--- src/sv/shake_detector_ema_threshold_unit_macros.svh ---
// ============================================================================
// shake detector assertion macros
// shared property shapes for the concurrent checks of the shake detector
// ============================================================================
`ifndef SHAKE_DETECTOR_EMA_THRESHOLD_UNIT_MACROS_SVH
`define SHAKE_DETECTOR_EMA_THRESHOLD_UNIT_MACROS_SVH

// same-cycle implication, disabled while reset is active
`define SDET_ASSERT_IMPL(lbl, clk, rstn, ante, cons, msg) \
    lbl: assert property (@(posedge clk) disable iff (!rstn) (ante) |-> (cons)) \
        else $error(msg);

// next-cycle implication, disabled while reset is active
`define SDET_ASSERT_NEXT(lbl, clk, rstn, ante, cons, msg) \
    lbl: assert property (@(posedge clk) disable iff (!rstn) (ante) |=> (cons)) \
        else $error(msg);

`endif

--- src/sv/sdet_pkg.sv ---
// ============================================================================
// sdet_pkg
// shared constants, register codes and types of the shake detector
// ============================================================================
package sdet_pkg;

    // default geometry
    localparam int SAMPLE_BITS_DEF         = 10;
    localparam int LEVEL_FRACTION_BITS_DEF = 8;

    // one lane per accelerometer axis
    localparam int NUM_AXES = 3;

    // q0.16 smoothing weight
    localparam int WEIGHT_BITS = 16;
    localparam int ROUND_HALF  = 1 << (WEIGHT_BITS - 1);

    // reset values, truncated to the level width where used
    localparam logic [WEIGHT_BITS-1:0] WEIGHT_RESET = 16'd3277;
    localparam int THRESHOLD_RESET = 16717;
    localparam int AVERAGE_RESET   = 15034;

    // configuration register indexes
    localparam int CFG_ADDR_BITS = 1;
    localparam logic [CFG_ADDR_BITS-1:0] REG_SMOOTHING_WEIGHT = 1'd0;
    localparam logic [CFG_ADDR_BITS-1:0] REG_SHAKE_THRESHOLD  = 1'd1;

    // status of the iterative root unit
    typedef struct packed {
        logic busy;
        logic done;
    } root_stat_t;

endpackage

--- src/sv/sdet_square_lane.sv ---
// ============================================================================
// sdet_square_lane
// one axis lane: registered square of a signed sample
// ============================================================================
module sdet_square_lane #(
    parameter int SAMPLE_BITS = sdet_pkg::SAMPLE_BITS_DEF
) (
    input  logic                         aclk,
    input  logic                         en,
    input  logic signed [SAMPLE_BITS-1:0] sample,
    output logic [2*SAMPLE_BITS-2:0]     square
);
    import sdet_pkg::*;

    localparam int PROD_BITS = 2 * SAMPLE_BITS;

    logic signed [PROD_BITS-1:0] prod;
    logic [PROD_BITS-2:0]        square_reg;

    // square of a signed value is at most 2^(2n-2), fits without the sign bit
    assign prod = sample * sample;

    always_ff @(posedge aclk) begin
        if (en) begin
            square_reg <= prod[PROD_BITS-2:0];
        end
    end

    assign square = square_reg;

endmodule

--- src/sv/sdet_merge.sv ---
// ============================================================================
// sdet_merge
// merging stage: registered sum of the per-axis squares
// ============================================================================
module sdet_merge #(
    parameter int SAMPLE_BITS = sdet_pkg::SAMPLE_BITS_DEF
) (
    input  logic                     aclk,
    input  logic                     en,
    input  logic [2*SAMPLE_BITS-2:0] square [sdet_pkg::NUM_AXES],
    output logic [2*SAMPLE_BITS-1:0] sum
);
    import sdet_pkg::*;

    localparam int SUM_BITS = 2 * SAMPLE_BITS;

    logic [SUM_BITS-1:0] sum_next;
    logic [SUM_BITS-1:0] sum_reg;

    always_comb begin
        sum_next = '0;
        for (int i = 0; i < NUM_AXES; i++) begin
            sum_next = sum_next + SUM_BITS'(square[i]);
        end
    end

    always_ff @(posedge aclk) begin
        if (en) begin
            sum_reg <= sum_next;
        end
    end

    assign sum = sum_reg;

endmodule

--- src/sv/sdet_sqrt.sv ---
// ============================================================================
// sdet_sqrt
// iterative floor square root, one root bit per cycle
// ============================================================================
module sdet_sqrt #(
    parameter int SAMPLE_BITS = sdet_pkg::SAMPLE_BITS_DEF
) (
    input  logic                       aclk,
    input  logic                       aresetn,
    input  logic                       start,
    input  logic [2*SAMPLE_BITS-1:0]   radicand,
    output logic [SAMPLE_BITS-1:0]     root,
    output sdet_pkg::root_stat_t       stat
);
    import sdet_pkg::*;

    localparam int RAD_BITS = 2 * SAMPLE_BITS;
    localparam int REM_BITS = SAMPLE_BITS + 2;
    localparam int CNT_BITS = $clog2(SAMPLE_BITS + 1);

    logic [CNT_BITS-1:0]    cnt_reg;
    logic                   done_reg;
    logic [RAD_BITS-1:0]    rad_reg;
    logic [REM_BITS-1:0]    rem_reg;
    logic [SAMPLE_BITS-1:0] root_reg;

    logic [REM_BITS-1:0]    rem_shift;
    logic [REM_BITS:0]      trial;

    // bring down the next two radicand bits and try root*4+1
    assign rem_shift = {rem_reg[REM_BITS-3:0], rad_reg[RAD_BITS-1 -: 2]};
    assign trial     = {1'b0, rem_shift} - {1'b0, root_reg, 2'b01};

    always_ff @(posedge aclk) begin
        if (!aresetn) begin
            cnt_reg  <= '0;
            done_reg <= 1'b0;
        end else begin
            done_reg <= 1'b0;
            if (start) begin
                cnt_reg <= CNT_BITS'(SAMPLE_BITS);
            end else if (cnt_reg != '0) begin
                cnt_reg <= cnt_reg - CNT_BITS'(1);
                if (cnt_reg == CNT_BITS'(1)) begin
                    done_reg <= 1'b1;
                end
            end
        end
    end

    always_ff @(posedge aclk) begin
        if (start) begin
            rad_reg  <= radicand;
            rem_reg  <= '0;
            root_reg <= '0;
        end else if (cnt_reg != '0) begin
            rad_reg <= {rad_reg[RAD_BITS-3:0], 2'b00};
            if (!trial[REM_BITS]) begin
                rem_reg  <= trial[REM_BITS-1:0];
                root_reg <= {root_reg[SAMPLE_BITS-2:0], 1'b1};
            end else begin
                rem_reg  <= rem_shift;
                root_reg <= {root_reg[SAMPLE_BITS-2:0], 1'b0};
            end
        end
    end

    assign root      = root_reg;
    assign stat.busy = (cnt_reg != '0);
    assign stat.done = done_reg;

endmodule

--- src/sv/sdet_blend.sv ---
// ============================================================================
// sdet_blend
// rounded q0.16 exponential blend of the magnitude into the running level
// ============================================================================
module sdet_blend #(
    parameter int SAMPLE_BITS         = sdet_pkg::SAMPLE_BITS_DEF,
    parameter int LEVEL_FRACTION_BITS = sdet_pkg::LEVEL_FRACTION_BITS_DEF
) (
    input  logic                                          aclk,
    input  logic                                          en,
    input  logic [SAMPLE_BITS-1:0]                        magnitude,
    input  logic [SAMPLE_BITS+LEVEL_FRACTION_BITS-1:0]    average,
    input  logic [sdet_pkg::WEIGHT_BITS-1:0]              weight,
    output logic [SAMPLE_BITS+LEVEL_FRACTION_BITS-1:0]    level
);
    import sdet_pkg::*;

    localparam int LEVEL_BITS = SAMPLE_BITS + LEVEL_FRACTION_BITS;
    localparam int PROD_BITS  = LEVEL_BITS + 1 + WEIGHT_BITS + 1;
    localparam int STEP_BITS  = PROD_BITS - WEIGHT_BITS;

    logic [LEVEL_BITS-1:0]        wide;
    logic signed [LEVEL_BITS:0]   diff;
    logic signed [WEIGHT_BITS:0]  weight_s;
    logic signed [PROD_BITS-1:0]  prod_reg;
    logic signed [PROD_BITS-1:0]  rounded;
    logic signed [STEP_BITS-1:0]  step;
    logic signed [STEP_BITS-1:0]  sum;

    // avg' = avg + floor((w * (wide - avg) + half) / 2^16)
    assign wide     = {magnitude, {LEVEL_FRACTION_BITS{1'b0}}};
    assign diff     = $signed({1'b0, wide}) - $signed({1'b0, average});
    assign weight_s = $signed({1'b0, weight});

    always_ff @(posedge aclk) begin
        if (en) begin
            prod_reg <= diff * weight_s;
        end
    end

    assign rounded = prod_reg + $signed(PROD_BITS'(ROUND_HALF));
    assign step    = rounded[PROD_BITS-1:WEIGHT_BITS];
    assign sum     = $signed({2'b00, average}) + step;

    // convex mix stays in range, clamp kept as a guard
    always_comb begin
        if (sum[STEP_BITS-1]) begin
            level = '0;
        end else if (sum[LEVEL_BITS]) begin
            level = '1;
        end else begin
            level = sum[LEVEL_BITS-1:0];
        end
    end

endmodule

--- src/sv/shake_detector_ema_threshold_unit.sv ---
// ============================================================================
// shake_detector_ema_threshold_unit
// accelerometer magnitude, exponential smoothing and shake threshold
// ============================================================================
// One three-axis sample in, one result out. Each transfer on the s_ side
// carries three signed axis counts; the block squares them in three parallel
// lanes, sums the squares, takes the floor square root as the magnitude,
// blends that magnitude (with LEVEL_FRACTION_BITS fraction bits) into a
// running average with the q0.16 weight in register 0 using round-half-up,
// and flags a shake when the new average is strictly above the threshold in
// register 1. A sample passes the squaring lanes, the merge register, the
// iterative root unit, which resolves one root bit per cycle, and the blend
// product register; the blend step waits until the output register is free.
// The next sample is taken as soon as the previous result has moved into the
// output register, even while that result still waits on m_tready.
// Configuration writes are meant to happen only while no sample is in work.

module shake_detector_ema_threshold_unit #(
    parameter int SAMPLE_BITS         = sdet_pkg::SAMPLE_BITS_DEF,
    parameter int LEVEL_FRACTION_BITS = sdet_pkg::LEVEL_FRACTION_BITS_DEF,
    localparam int LEVEL_BITS   = SAMPLE_BITS + LEVEL_FRACTION_BITS,
    localparam int CFG_BITS     = (LEVEL_BITS > sdet_pkg::WEIGHT_BITS) ?
                                  LEVEL_BITS : sdet_pkg::WEIGHT_BITS,
    localparam int S_TDATA_BITS = ((sdet_pkg::NUM_AXES * SAMPLE_BITS + 7) / 8) * 8,
    localparam int M_TDATA_BITS = ((SAMPLE_BITS + LEVEL_BITS + 7) / 8) * 8
) (
    input  logic                               aclk,
    input  logic                               aresetn,

    // configuration write port
    input  logic                               cfg_we,
    input  logic [sdet_pkg::CFG_ADDR_BITS-1:0] cfg_addr,
    input  logic [CFG_BITS-1:0]                cfg_wdata,

    // sample input
    input  logic                               s_tvalid,
    output logic                               s_tready,
    input  logic [S_TDATA_BITS-1:0]            s_tdata,   // accel_x, accel_y, accel_z

    // result output
    output logic                               m_tvalid,
    input  logic                               m_tready,
    output logic [M_TDATA_BITS-1:0]            m_tdata,   // magnitude, smoothed_level
    output logic                               m_tuser    // shake_detected
);
    import sdet_pkg::*;

    typedef enum logic [2:0] {
        ST_IDLE,
        ST_SUM,
        ST_LOAD,
        ST_ROOT,
        ST_MUL,
        ST_BLEND
    } state_t;

    state_t state_reg;

    // configuration registers
    logic [WEIGHT_BITS-1:0] weight_reg;
    logic [LEVEL_BITS-1:0]  thr_reg;

    // running average and output register
    logic [LEVEL_BITS-1:0]  avg_reg;
    logic                   m_tvalid_reg;
    logic [SAMPLE_BITS-1:0] mag_reg;
    logic [LEVEL_BITS-1:0]  lvl_reg;
    logic                   flag_reg;

    // datapath wiring
    logic signed [SAMPLE_BITS-1:0] axis   [NUM_AXES];
    logic [2*SAMPLE_BITS-2:0]      square [NUM_AXES];
    logic [2*SAMPLE_BITS-1:0]      sum;
    logic [SAMPLE_BITS-1:0]        root;
    root_stat_t                    root_stat;
    logic [LEVEL_BITS-1:0]         level_next;

    logic s_xfer;
    logic out_free;
    logic out_load;

    assign s_tready = (state_reg == ST_IDLE);
    assign s_xfer   = s_tvalid && s_tready;
    assign out_free = !m_tvalid_reg || m_tready;
    assign out_load = (state_reg == ST_BLEND) && out_free;

    // one squaring lane per axis, fields packed from the lowest bit up
    for (genvar i = 0; i < NUM_AXES; i++) begin : g_lane
        assign axis[i] = $signed(s_tdata[i*SAMPLE_BITS +: SAMPLE_BITS]);

        sdet_square_lane #(
            .SAMPLE_BITS (SAMPLE_BITS)
        ) u_lane (
            .aclk   (aclk),
            .en     (s_xfer),
            .sample (axis[i]),
            .square (square[i])
        );
    end

    // lanes merge into the sum of squares
    sdet_merge #(
        .SAMPLE_BITS (SAMPLE_BITS)
    ) u_merge (
        .aclk   (aclk),
        .en     (state_reg == ST_SUM),
        .square (square),
        .sum    (sum)
    );

    // magnitude, one bit per cycle
    sdet_sqrt #(
        .SAMPLE_BITS (SAMPLE_BITS)
    ) u_sqrt (
        .aclk     (aclk),
        .aresetn  (aresetn),
        .start    (state_reg == ST_LOAD),
        .radicand (sum),
        .root     (root),
        .stat     (root_stat)
    );

    // smoothing: product registered in ST_MUL, level ready in ST_BLEND
    sdet_blend #(
        .SAMPLE_BITS         (SAMPLE_BITS),
        .LEVEL_FRACTION_BITS (LEVEL_FRACTION_BITS)
    ) u_blend (
        .aclk      (aclk),
        .en        (state_reg == ST_MUL),
        .magnitude (root),
        .average   (avg_reg),
        .weight    (weight_reg),
        .level     (level_next)
    );

    // configuration writes; bits above a register's width are dropped
    always_ff @(posedge aclk) begin
        if (!aresetn) begin
            weight_reg <= WEIGHT_RESET;
            thr_reg    <= LEVEL_BITS'(THRESHOLD_RESET);
        end else if (cfg_we) begin
            case (cfg_addr)
                REG_SMOOTHING_WEIGHT: weight_reg <= cfg_wdata[WEIGHT_BITS-1:0];
                REG_SHAKE_THRESHOLD:  thr_reg    <= cfg_wdata[LEVEL_BITS-1:0];
                default: ;
            endcase
        end
    end

    // sequencer, running average and output register
    always_ff @(posedge aclk) begin
        if (!aresetn) begin
            state_reg    <= ST_IDLE;
            avg_reg      <= LEVEL_BITS'(AVERAGE_RESET);
            m_tvalid_reg <= 1'b0;
            mag_reg      <= '0;
            lvl_reg      <= '0;
            flag_reg     <= 1'b0;
        end else begin
            // drained result, unless a new one replaces it at the same edge
            if (m_tvalid_reg && m_tready && !out_load) begin
                m_tvalid_reg <= 1'b0;
            end
            case (state_reg)
                ST_IDLE: begin
                    if (s_xfer) begin
                        state_reg <= ST_SUM;
                    end
                end
                ST_SUM:  state_reg <= ST_LOAD;
                ST_LOAD: state_reg <= ST_ROOT;
                ST_ROOT: begin
                    if (root_stat.done) begin
                        state_reg <= ST_MUL;
                    end
                end
                ST_MUL:  state_reg <= ST_BLEND;
                ST_BLEND: begin
                    // hold here until the output register can take the result
                    if (out_free) begin
                        avg_reg      <= level_next;
                        m_tvalid_reg <= 1'b1;
                        // output payload, loaded together with m_tvalid
                        mag_reg      <= root;
                        lvl_reg      <= level_next;
                        flag_reg     <= (level_next > thr_reg);
                        state_reg    <= ST_IDLE;
                    end
                end
                default: state_reg <= ST_IDLE;
            endcase
        end
    end

    assign m_tvalid = m_tvalid_reg;
    assign m_tdata  = M_TDATA_BITS'({lvl_reg, mag_reg});
    assign m_tuser  = flag_reg;

    `include "shake_detector_ema_threshold_unit_macros.svh"

    // one sample in work at a time
    `SDET_ASSERT_NEXT(a_single_item, aclk, aresetn, s_xfer, !s_tready,
        "sample taken while another is in work")

    // the running average moves only when a result is loaded
    `SDET_ASSERT_NEXT(a_avg_hold, aclk, aresetn, !out_load, avg_reg == $past(avg_reg),
        "running average changed without a result transfer")

    // a new result appears only from the blend step
    `SDET_ASSERT_IMPL(a_result_source, aclk, aresetn, $rose(m_tvalid_reg),
        $past(state_reg == ST_BLEND), "result raised outside the blend step")

    // the root unit runs only while the sequencer waits for it
    `SDET_ASSERT_IMPL(a_root_window, aclk, aresetn, root_stat.busy,
        state_reg == ST_ROOT, "root unit busy outside its window")

endmodule

--- config.mk ---
export PLATFORM = sky130hd
export DESIGN_NAME = shake_detector_ema_threshold_unit
export DESIGN_NICKNAME = d
export VERILOG_FILES = /design/src/sv/sdet_pkg.sv /design/src/sv/sdet_square_lane.sv /design/src/sv/sdet_merge.sv /design/src/sv/sdet_sqrt.sv /design/src/sv/sdet_blend.sv /design/src/sv/shake_detector_ema_threshold_unit.sv
export VERILOG_INCLUDE_DIRS = /design/src /design/src/sv
export SDC_FILE = /design/constraint.sdc
export NUM_CORES = 2
export LEC_CHECK = 0
export BUFFER_PORTS_ARGS = -buffer_cell sky130_fd_sc_hd__buf_2
export CAP_MARGIN = 20
export CORE_UTILIZATION = 35
export CTS_BUF_LIST = sky130_fd_sc_hd__clkbuf_8
export DETAILED_ROUTE_END_ITERATION = 8
export HOLD_SLACK_MARGIN = 0.12
export PLACE_DENSITY = 0.48
export RECOVER_POWER = 100
export SLEW_MARGIN = 20
export SYNTH_ARGS = -nofsm -noshare
export SYNTH_HDL_FRONTEND = slang
export SYNTH_SLANG_ARGS = --single-unit
export TNS_END_PERCENT = 50
--- constraint.sdc ---
create_clock -name aclk -period 9.4 [get_ports aclk]
set_clock_uncertainty 0.1 [all_clocks]
set_input_delay 1.88 -clock aclk [delete_from_list [all_inputs] [get_ports aclk]]
set_output_delay 1.88 -clock aclk [all_outputs]
set_load 0.01 [all_outputs]
==> flow_summary.json <==
{
  "status": "complete, but fails checks",
  "failed_checks": "capacitance limit, slew limit",
  "finalSetupViolations": 0,
  "cts_root_buf": "clkbuf_8",
  "cts.clk_slew.worst_paths_ns": 0.06,
  "largest_reg_flops": 54,
  "hp-class": "flip-flop to flip-flop",
  "nFillCells": 9290,
  "post-synth-top-count-cell": "inv_1",
  "clock_path_buffers": 3,
  "die_w_um": 305,
  "grt_overflow": 0,
  "synth_top_cell_area_share_pct": 34.4,
  "synth.top_cells.by_area": "fa_1, ha_1, edfxtp_1, inv_1, dfxtp_1",
  "placed_cell_area_sq_mm": 0.0339,
  "avgSynthCellArea_sq_um": 9.35,
  "hold_buffers": 0,
  "grt_max_degree": 74,
  "drc": 0,
  "cp.required_ns": 9.60,
  "max_freq_mhz": 112,
  "yosys_warnings": 0,
  "period_share_pct": 94.8,
  "cpPeakStageDelay_ns": 0.57,
  "via_per_inst": 4.68,
  "min_period_ns": 8.91,
  "multi_input_area_sq_mm": 0.0233,
  "dieArea_sq_mm": 0.0929,
  "tns_ns": 0,
  "rsz0062_at_grt": "false",
  "start_util_pct": 35.5,
  "rows": 110,
  "synthDistinctLibCells": 72,
  "synthToLayoutAreaGrowth_pct": 7.66,
  "crit_type": "flip-flop to flip-flop",
  "finalHoldViolations": 0,
  "syn_area_sq_mm": 0.0321,
  "wire_per_inst_um": 15.8,
  "synth_top_flop_cell": "edfxtp_1",
  "cp-startpoint": "avg_reg[8]",
  "slew_headroom_pct": -109,
  "cts_tree": "done",
  "antenna_found_initial": 1,
  "fin_nets": 4400,
  "syn_inst": 3433,
  "cts_setup_buffers": 0,
  "numPortBuffers": 84,
  "synth_edf_count": 115,
  "cp_data_arrival_time_ns": 9.11,
  "cts.htree.levels": 2,
  "crit_path_max_fanout": 21,
  "gp_congestion": 0.810,
  "first_pass_iters": 5,
  "maxSlewViolCount": 162,
  "dpl.cell_count": 4620,
  "cts_buffers": 42,
  "synth_seq_cells": 216,
  "dpl.hpwl_um": 59800,
  "synth_seq_area_share_pct": 17.1,
  "ant_nets": 0,
  "drive_gt1_share_pct": 5.03,
  "critPathMostFrequentCell": "fa_1",
  "grt_pass1_wl_um": 124000,
  "io_pins": 91,
  "start_kind": "flip-flop",
  "async_flop_share_pct": 0,
  "die_y_um": 305,
  "grt_pass1_vias": 23300,
  "core-area_sq_mm": 0.0904,
  "hp-start": "mag_reg[6]",
  "initialDrtViolationCount": 1077,
  "drt-total-wl_um": 74100,
  "timing_worst_slew_pin_value_ns": 3.13,
  "drv_cap": 4,
  "layout.cells.non_filler": 4697,
  "grt_use_total_pct": 16.8,
  "slowest_stage": "fa_1",
  "critPathCaptureType": "flip-flop",
  "stdcell_area_sq_mm": 0.0346,
  "clock_sinks": 216,
  "final-seq-area_sq_mm": 0.00548,
  "yosysTopAreaCell": "fa_1",
  "insertion_delay_ns": 0.60,
  "vias": 22000,
  "synth_common_cells": "inv_1, fa_1, nand2_1",
  "utilization_pct": 38.2,
  "reg2reg_from": "avg_reg[8]"
}
[metal layers]
metal	vias to the layer above	part of all wire (%)	routed length [um]	track usage, %
met4	0	1.6	1150	3.18
li1	10700	-	-	-
met1	10900	49	36600	24.2
met5	-	0	0	0
met2	343	45	33000	26.8
met3	59	4.5	3350	2.35
[stage by stage]
step / setup slack [ns] / hold slack (ns)
2_1_floorplan: 1.11 / 0.343
3_3_place_gp: 0.371 / 0.351
3_5_place_dp: 0.266 / 0.357
4_1_cts: 0.205 / 0.366
5_1_grt: 0.0423 / 0.392
6_report: 0.493 / 0.367
[layout make-up]
type,instances,share of cell area [%]
clock buffers,44,1.75
multi-input cells,2362,67.5
clock inverters,30,0.565
repair buffers,133,2.05
diodes,3,0.0217
well taps,1176,4.26
flip-flops and latches,216,15.8
inverters,733,7.96
[path summary, 6_finish.rpt]
kind / to / slack (ns) / cells past startpoint
max: u_blend.prod_reg[34] / 0.49 / 31
min: mag_reg[6] / 0.37 / 2
max reg2reg: u_blend.prod_reg[34] / 0.49 / 31
min reg2reg: mag_reg[6] / 0.37 / 2
[cell families (layout without fill, tap and decap cells)]
logic type / Yosys count / after routing / share of synthesized area (%)
adder cells (fa/ha/maj): 856 / 856 / 46.3
other: 1 / 10 / 0.0117
AND/OR/NAND/NOR: 975 / 975 / 14.2
XOR/XNOR: 164 / 164 / 4.56
AO/OA/AOI/OAI: 353 / 353 / 7.42
flip-flops: 216 / 216 / 17.1
multiplexers: 7 / 7 / 0.230
buffers and inverters: 861 / 940 / 10.3
[cell usage in the layout, fill, tap and decap left out, drive strengths merged, types with 89 or more instances in the layout]
master / instances
a21oi: 91
and2: 207
clkbuf: 89
dfxtp: 101
edfxtp: 115
fa: 552
ha: 304
inv: 751
nand2: 464
nor2: 123
xnor2: 122
[worst max-delay path: cells and delay by family (launching register included)]
kind | cells | cell delay, ns
fa+ha+maj | 8 | 3.67
compound gates | 16 | 3.44
buf+inv | 4 | 0.47
flops | 1 | 0.40
simple gates | 2 | 0.35
xor+xnor | 1 | 0.15
[what timing repair did]
item / in CTS / in global routing
resized for setup: 0 / 5
setup endpoints to repair: 0 / 6
endpoints found under the hold margin: 0 / 0
Power is not shown: default switching activity piles up to over one toggle a cycle in this logic, so the estimate is an artifact.
